File: src/hw/rtl/gll_pkg.sv
// gll_pkg: shared constants, item and saturation types and helpers for the
// Gaussian log-likelihood scorer. No dependencies.
package gll_pkg;

    localparam int MAX_DIM     = 64;
    localparam int ADDR_W      = (MAX_DIM > 1) ? $clog2(MAX_DIM) : 1;
    localparam int QUEUE_DEPTH = 2;
    localparam int QPTR_W      = $clog2(QUEUE_DEPTH);
    localparam int QCNT_W      = $clog2(QUEUE_DEPTH + 1);
    localparam int PEND_MAX    = QUEUE_DEPTH + 2;     // queue, work slot, result reg
    localparam int PEND_W      = $clog2(PEND_MAX + 2);

    localparam int DIFF_W  = 17;  // Q8.8 difference
    localparam int PROD_W  = 33;  // 16 x 17 product
    localparam int ACC_W   = 48;  // saturated accumulators
    localparam int SAT_W   = 55;  // pre-saturation sums
    localparam int QSUM_W  = 66;  // term * diff + rounding
    localparam int Q_W     = 54;  // QSUM_W - 12
    localparam int PLO_W   = 42;  // 25 x 17
    localparam int PHI_W   = 41;  // 24 x 17
    localparam int SPLIT   = 24;  // term split point for the two half multiplies

    localparam logic signed [ACC_W-1:0] ACC_MAX = {1'b0, {(ACC_W-1){1'b1}}};
    localparam logic signed [ACC_W-1:0] ACC_MIN = {1'b1, {(ACC_W-1){1'b0}}};

    // front-end classification of one item
    typedef enum logic [1:0] {
        K_SKIP,      // off-diagonal in diagonal mode
        K_OFFD,      // off-diagonal, full mode
        K_DIAG,      // diagonal, row sum ignored
        K_DIAG_ROW   // diagonal, row sum added
    } t_kind;

    typedef struct packed {
        logic                    first;
        logic signed [31:0]      offset;
        logic [5:0]              column;
        t_kind                   kind;
        logic signed [DIFF_W-1:0] diff;
        logic signed [15:0]      prec;
        logic                    last;
    } t_item;

    typedef struct packed {
        logic                    ovf;
        logic signed [ACC_W-1:0] val;
    } t_sat;

    function automatic t_sat sat_acc(input logic signed [SAT_W-1:0] v);
        t_sat s;
        if (v[SAT_W-1:ACC_W-1] == {(SAT_W-ACC_W+1){v[SAT_W-1]}}) begin
            s.ovf = 1'b0;
            s.val = v[ACC_W-1:0];
        end else begin
            s.ovf = 1'b1;
            s.val = v[SAT_W-1] ? ACC_MIN : ACC_MAX;
        end
        return s;
    endfunction

endpackage

File: src/hw/rtl/gll_in_if.sv
// gll_in_if: valid/ready channel carrying one precision-entry item.
// No dependencies.
interface gll_in_if;
    logic               valid;
    logic               ready;
    logic               first_item;
    logic signed [31:0] offset;
    logic [5:0]         column;
    logic               is_diagonal;
    logic signed [15:0] feature_value;
    logic signed [15:0] mean_value;
    logic signed [15:0] precision_value;
    logic               last_item;

    modport source (
        output valid, first_item, offset, column, is_diagonal,
               feature_value, mean_value, precision_value, last_item,
        input  ready
    );
    modport sink (
        input  valid, first_item, offset, column, is_diagonal,
               feature_value, mean_value, precision_value, last_item,
        output ready
    );
endinterface

File: src/hw/rtl/gll_front.sv
// gll_front: accepts items, holds the mode register, forms the difference,
// classifies each item and queues it. Depends on gll_pkg and gll_in_if.
module gll_front (
    input  logic            i_clk,
    input  logic            i_rst_n,
    input  logic            i_cfg_we,
    input  logic            i_cfg_wdata,
    gll_in_if.sink          i_item,
    input  logic            i_pop,
    output logic            o_head_valid,
    output gll_pkg::t_item  o_head
);

    localparam logic [gll_pkg::QPTR_W-1:0] PTR_LAST = gll_pkg::QPTR_W'(gll_pkg::QUEUE_DEPTH - 1);
    localparam logic [gll_pkg::QCNT_W-1:0] CNT_FULL = gll_pkg::QCNT_W'(gll_pkg::QUEUE_DEPTH);

    logic                        r_full_mode;
    gll_pkg::t_item              r_queue [gll_pkg::QUEUE_DEPTH];
    logic [gll_pkg::QPTR_W-1:0]  r_wr_ptr, n_wr_ptr;
    logic [gll_pkg::QPTR_W-1:0]  r_rd_ptr, n_rd_ptr;
    logic [gll_pkg::QCNT_W-1:0]  r_count,  n_count;
    logic                        push;
    gll_pkg::t_item              n_entry;

    assign i_item.ready = (r_count != CNT_FULL);
    assign push         = i_item.valid && i_item.ready;
    assign o_head_valid = (r_count != '0);
    assign o_head       = r_queue[r_rd_ptr];

    always_comb begin
        n_entry.first  = i_item.first_item;
        n_entry.offset = i_item.offset;
        n_entry.column = i_item.column;
        n_entry.diff   = gll_pkg::DIFF_W'(i_item.feature_value)
                       - gll_pkg::DIFF_W'(i_item.mean_value);
        n_entry.prec   = i_item.precision_value;
        n_entry.last   = i_item.last_item;
        if (i_item.is_diagonal) begin
            n_entry.kind = r_full_mode ? gll_pkg::K_DIAG_ROW : gll_pkg::K_DIAG;
        end else begin
            n_entry.kind = r_full_mode ? gll_pkg::K_OFFD : gll_pkg::K_SKIP;
        end
    end

    always_comb begin
        n_wr_ptr = r_wr_ptr;
        n_rd_ptr = r_rd_ptr;
        n_count  = r_count;
        if (push) begin
            n_wr_ptr = (r_wr_ptr == PTR_LAST) ? '0 : r_wr_ptr + 1'b1;
        end
        if (i_pop) begin
            n_rd_ptr = (r_rd_ptr == PTR_LAST) ? '0 : r_rd_ptr + 1'b1;
        end
        if (push && !i_pop) begin
            n_count = r_count + 1'b1;
        end else if (i_pop && !push) begin
            n_count = r_count - 1'b1;
        end
    end

    always_ff @(posedge i_clk) begin
        if (!i_rst_n) begin
            r_full_mode <= 1'b0;
            r_wr_ptr    <= '0;
            r_rd_ptr    <= '0;
            r_count     <= '0;
        end else begin
            if (i_cfg_we) begin
                r_full_mode <= i_cfg_wdata;
            end
            r_wr_ptr <= n_wr_ptr;
            r_rd_ptr <= n_rd_ptr;
            r_count  <= n_count;
        end
    end

    // queue payload, no reset
    always_ff @(posedge i_clk) begin
        if (push) begin
            r_queue[r_wr_ptr] <= n_entry;
        end
    end

endmodule

File: src/flat_wrapper.sv
// flat-port wrapper written by rule: the top's interface ports become plain ports
module gll_front_flat 
  (i_clk, i_rst_n, i_cfg_we, i_cfg_wdata, i_pop, o_head_valid, o_head, i_item_valid, i_item_first_item, i_item_offset, i_item_column, i_item_is_diagonal, i_item_feature_value, i_item_mean_value, i_item_precision_value, i_item_last_item, i_item_ready);
  gll_in_if i_item_i ();
  input  logic i_clk;
  input  logic i_rst_n;
  input  logic i_cfg_we;
  input  logic i_cfg_wdata;
  input  logic i_pop;
  output logic o_head_valid;
  output gll_pkg::t_item o_head;
  input wire logic [$bits(i_item_i.valid)-1:0] i_item_valid;
  input wire logic [$bits(i_item_i.first_item)-1:0] i_item_first_item;
  input wire logic [$bits(i_item_i.offset)-1:0] i_item_offset;
  input wire logic [$bits(i_item_i.column)-1:0] i_item_column;
  input wire logic [$bits(i_item_i.is_diagonal)-1:0] i_item_is_diagonal;
  input wire logic [$bits(i_item_i.feature_value)-1:0] i_item_feature_value;
  input wire logic [$bits(i_item_i.mean_value)-1:0] i_item_mean_value;
  input wire logic [$bits(i_item_i.precision_value)-1:0] i_item_precision_value;
  input wire logic [$bits(i_item_i.last_item)-1:0] i_item_last_item;
  output wire logic [$bits(i_item_i.ready)-1:0] i_item_ready;
  assign i_item_i.valid = i_item_valid;
  assign i_item_i.first_item = i_item_first_item;
  assign i_item_i.offset = i_item_offset;
  assign i_item_i.column = i_item_column;
  assign i_item_i.is_diagonal = i_item_is_diagonal;
  assign i_item_i.feature_value = i_item_feature_value;
  assign i_item_i.mean_value = i_item_mean_value;
  assign i_item_i.precision_value = i_item_precision_value;
  assign i_item_i.last_item = i_item_last_item;
  assign i_item_ready = i_item_i.ready;
  gll_front u_core (.i_clk(i_clk), .i_rst_n(i_rst_n), .i_cfg_we(i_cfg_we), .i_cfg_wdata(i_cfg_wdata), .i_item(i_item_i), .i_pop(i_pop), .o_head_valid(o_head_valid), .o_head(o_head));
endmodule
File: config.mk
export PLATFORM = sky130hd
export DESIGN_NAME = gll_front_flat
export DESIGN_NICKNAME = d
export VERILOG_FILES = /design/src/hw/rtl/gll_pkg.sv /design/src/hw/rtl/gll_in_if.sv /design/src/hw/rtl/gll_front.sv /design/src/flat_wrapper.sv
export SDC_FILE = /design/constraint.sdc
export NUM_CORES = 1
export LEC_CHECK = 0
export BUFFER_PORTS_ARGS = -buffer_cell sky130_fd_sc_hd__buf_2
export CORE_MARGIN = 2
export CORE_UTILIZATION = 47
export CTS_CLUSTER_DIAMETER = 50
export DETAILED_ROUTE_END_ITERATION = 16
export MAX_ROUTING_LAYER = met4
export PLACE_DENSITY = 0.71
export SETUP_SLACK_MARGIN = 0.05
export SYNTH_ARGS = -nofsm -noshare
export SYNTH_HDL_FRONTEND = slang
export SYNTH_SLANG_ARGS = --single-unit
export TNS_END_PERCENT = 20
File: constraint.sdc
create_clock -name i_clk -period 4.3 [get_ports i_clk]
set_input_delay 0.86 -clock i_clk [delete_from_list [all_inputs] [get_ports i_clk]]
set_output_delay 0.86 -clock i_clk [all_outputs]
set_load 0.01 [all_outputs]
==> metrics.cfg <==
[outcome]
run_status=complete, no violations

[critical_path]
max_stage_delay_ps=1010
cp_cell_sequence=mux2_2, buf_2
cp_max_fo=75
cp-end-kind=output pin
reg2reg_from=u_core.r_count[0]
cp.required_ps=3440
crit_buf_inv=1
critPathTopFamily=flip-flops
cpMaxStageDelayCell=dfxtp_4
cp.arrival_ps=2010
path_class=flop to output pin
startpoint_type=flop

[layout]
final_nets=667
num_antenna_cells=0
syn_to_final_growth_pct=26.65
drive_gt1_share_pct=50.35

[synth]
yosys_warnings=0
netlist_instances=370
synth.avg_cell_area_um2=17.38
synth_seq_cells=156
synth_compound_area_share_pct=4.007
synth_top_family_by_area=multiplexers
synth_nets=483
netlist_area_um2=6432
synthSimpleGateAreaFrac_pct=2.684
ys_seq_area_share_pct=71.89
synth_cell_type_count=41
yosys.area_share.adder_pct=3.618
synthXorXnorAreaFrac_pct=2.315
muxShareOfSynthArea_pct=13.29

[floorplanning]
ios=172
die_w_um=121.0
die_area_um2=14640
initial_core_util_pct=48.38
core_area_um2=13300
rows=42
die_height_um=121.0

[timing]
rsz0062_at_grt=no
max_slew_margin_pct=29.99
finClkSkew_ps=4.362
finalSetupViolations=0
slew_violations=0
max_clock_freq_mhz=348.3
fin_crit_ps=2871
tns_ps=0
worst_pin_slew_ps=1050
finalHoldViolCount=0
final.period_utilization_pct=66.77

[flow_run]
drv_cap=0

[global_route]
grt_max_degree=76
grt_pass1_wl_um=17860
grtUsageTotal_pct=16.37
grt_antenna_before_repair=0
grt_pass1_vias=3823
grt_overflow_total=0

[detailed_routing]
first_pass_iters=4
antenna_left=0
vias_per_cell=4.997
drtIter0Drc=205
drc=0
totalWireLength_um=11410
vias=3708
wl_per_cell_um=15.38

[placed_design]
place.gp.congestion=0.9599
hpwl_um=7650
portBuffers=171

[clocking]
path_clk_slew_ps=60
max-clock-path-buffers=2
postCtsHoldBufs=0
numCtsBuffers=17
cts_max_level=4
cts.sinks=156
insertion_delay_ps=410
cts-resized-gates=0
postCtsSetupRepairBufs=0
cts_root_buffer=clkbuf_16
tritoncts=built

[power_and_ir_drop]
leakagePower_nw=3.246
p_per_area_nw_per_um2=506.4
power.total_w=0.004125
ir_worst_vdd_uv=245.4

[min_path]
hp-start=u_core.r_full_mode
holdCritPathClass=flop to flop

[flip-flops by register name, summed over array words and instances, names as in the netlist, named ones only]
register            count
u_core.r_full_mode      1
u_core.r_wr_ptr         1
u_core.r_queue        150
u_core.r_rd_ptr         1
u_core.r_count          2
[report_power, final]
| group | total (W) | switching (W) | internal, W | leakage (nW) |
|---|---|---|---|---|
| logic | 0.000611 | 0.000325 | 0.000286 | 1.50 |
| clock network | 0.00158 | 0.000553 | 0.00103 | 0.294 |
| registers | 0.00193 | 0.0000625 | 0.00187 | 1.45 |
[placed cells by master (no fill, tap or decap), types with 2 or more instances in the layout]
master and n:
a21o_1 5, a21oi_1 7, a221o_1 2, a31oi_1 2, and2_1 4, buf_2 171
bufinv_16 5, clkbuf_1 4, clkbuf_16 17, clkinvlp_4 3, dfxtp_1 5, edfxtp_1 150
ha_1 17, inv_1 28, mux2_2 75, nand2_1 7, nand2b_1 6, nand3_1 3
nor2_1 3, nor2b_1 2, o21ai_0 4, o21ai_1 2, o21ai_2 2, xnor2_1 10
xor2_1 7
[through the flow]
| stage | cell area, um2 | util [%] | setup slack, ps | std cells | hold WS (ps) |
|---|---|---|---|---|---|
| floorplan | 6435 | - | 971.1 | 370 | 424.9 |
| global placement | 7516 | 56.53 | 1415 | 711 | 453.3 |
| detailed placement | 7516 | 56.53 | 1366 | 711 | 460.2 |
| CTS | 8147 | 61.27 | 1353 | 742 | 474.1 |
| global route | 8147 | 61.27 | 1294 | 742 | 495.4 |
| finish | 8147 | 61.27 | 1429 | 742 | 464.4 |
[layout make-up]
cell class                      instances  area, um2
Clock buffer                           21      440.4
Tap cell                              176      220.2
Multi-Input combinational cell        178       1679
Inverter                               28      105.1
Timing Repair Buffer                  173      883.3
Fill cell                            1021       5149
Clock inverter                         10      190.2
Sequential cell                       156       4628
[Yosys cell counts, drive strengths merged]
library cell / n / area (um2)
nand3: 3 / 15.01
a21o: 5 / 37.54
a31oi: 3 / 25.02
o21ai: 8 / 47.55
clkbuf: 3 / 11.26
nand3b: 1 / 7.510
nand2b: 6 / 37.54
mux2: 75 / 844.6
dfxtp: 6 / 120.1
edfxtp: 150 / 4504
or2: 1 / 6.260
nand4: 1 / 6.260
and4: 1 / 8.760
inv: 28 / 105.1
a21boi: 2 / 18.77
o2111ai: 1 / 8.760
buf: 5 / 25.02
o21a: 1 / 7.510
mux2i: 1 / 10.01
a41o: 1 / 10.01
a221o: 2 / 20.02
fa: 1 / 20.02
ha: 17 / 212.7
nand2: 7 / 26.28
a311oi: 1 / 8.760
and2: 4 / 25.02
xor2: 7 / 61.31
and3: 1 / 6.260
xnor2: 10 / 87.58
a21oi: 8 / 43.79
o211a: 1 / 10.01
nor2: 4 / 15.01
or3: 1 / 6.260
o31ai: 2 / 20.02
nor2b: 2 / 12.51
[cells by family (layout without fill, tap and decap cells)]
kind of cell | after synthesis | in the layout
adders and majority gates | 18 | 18
muxes | 76 | 76
xor gates and xnor gates | 17 | 17
DFF | 156 | 156
and+or+nand+nor | 32 | 32
AOI/OAI and AO/OA | 35 | 35
buffers and inverters | 36 | 232
[routing by layer]
| metal | up-vias | GRT usage [%] | share of wire, % |
|---|---|---|---|
| met3 | 20 | 5.169 | 9.1 |
| met2 | 144 | 26.83 | 48 |
| met5 | - | - | 0 |
| met4 | 0 | 7.558 | 2.1 |
| met1 | 1759 | 18.34 | 41 |
| li1 | 1785 | - | - |
[final timing paths]
path	to	slack, ps	cells past startpoint
worst max register to register	u_core.r_queue[0][28]	2270	4
worst min-delay path	u_core.r_queue[0][34]	460	0
worst max-delay path	o_head[47]	1430	2
worst min register to register	u_core.r_queue[0][34]	460	0
(Power assumes the default switching activity.)
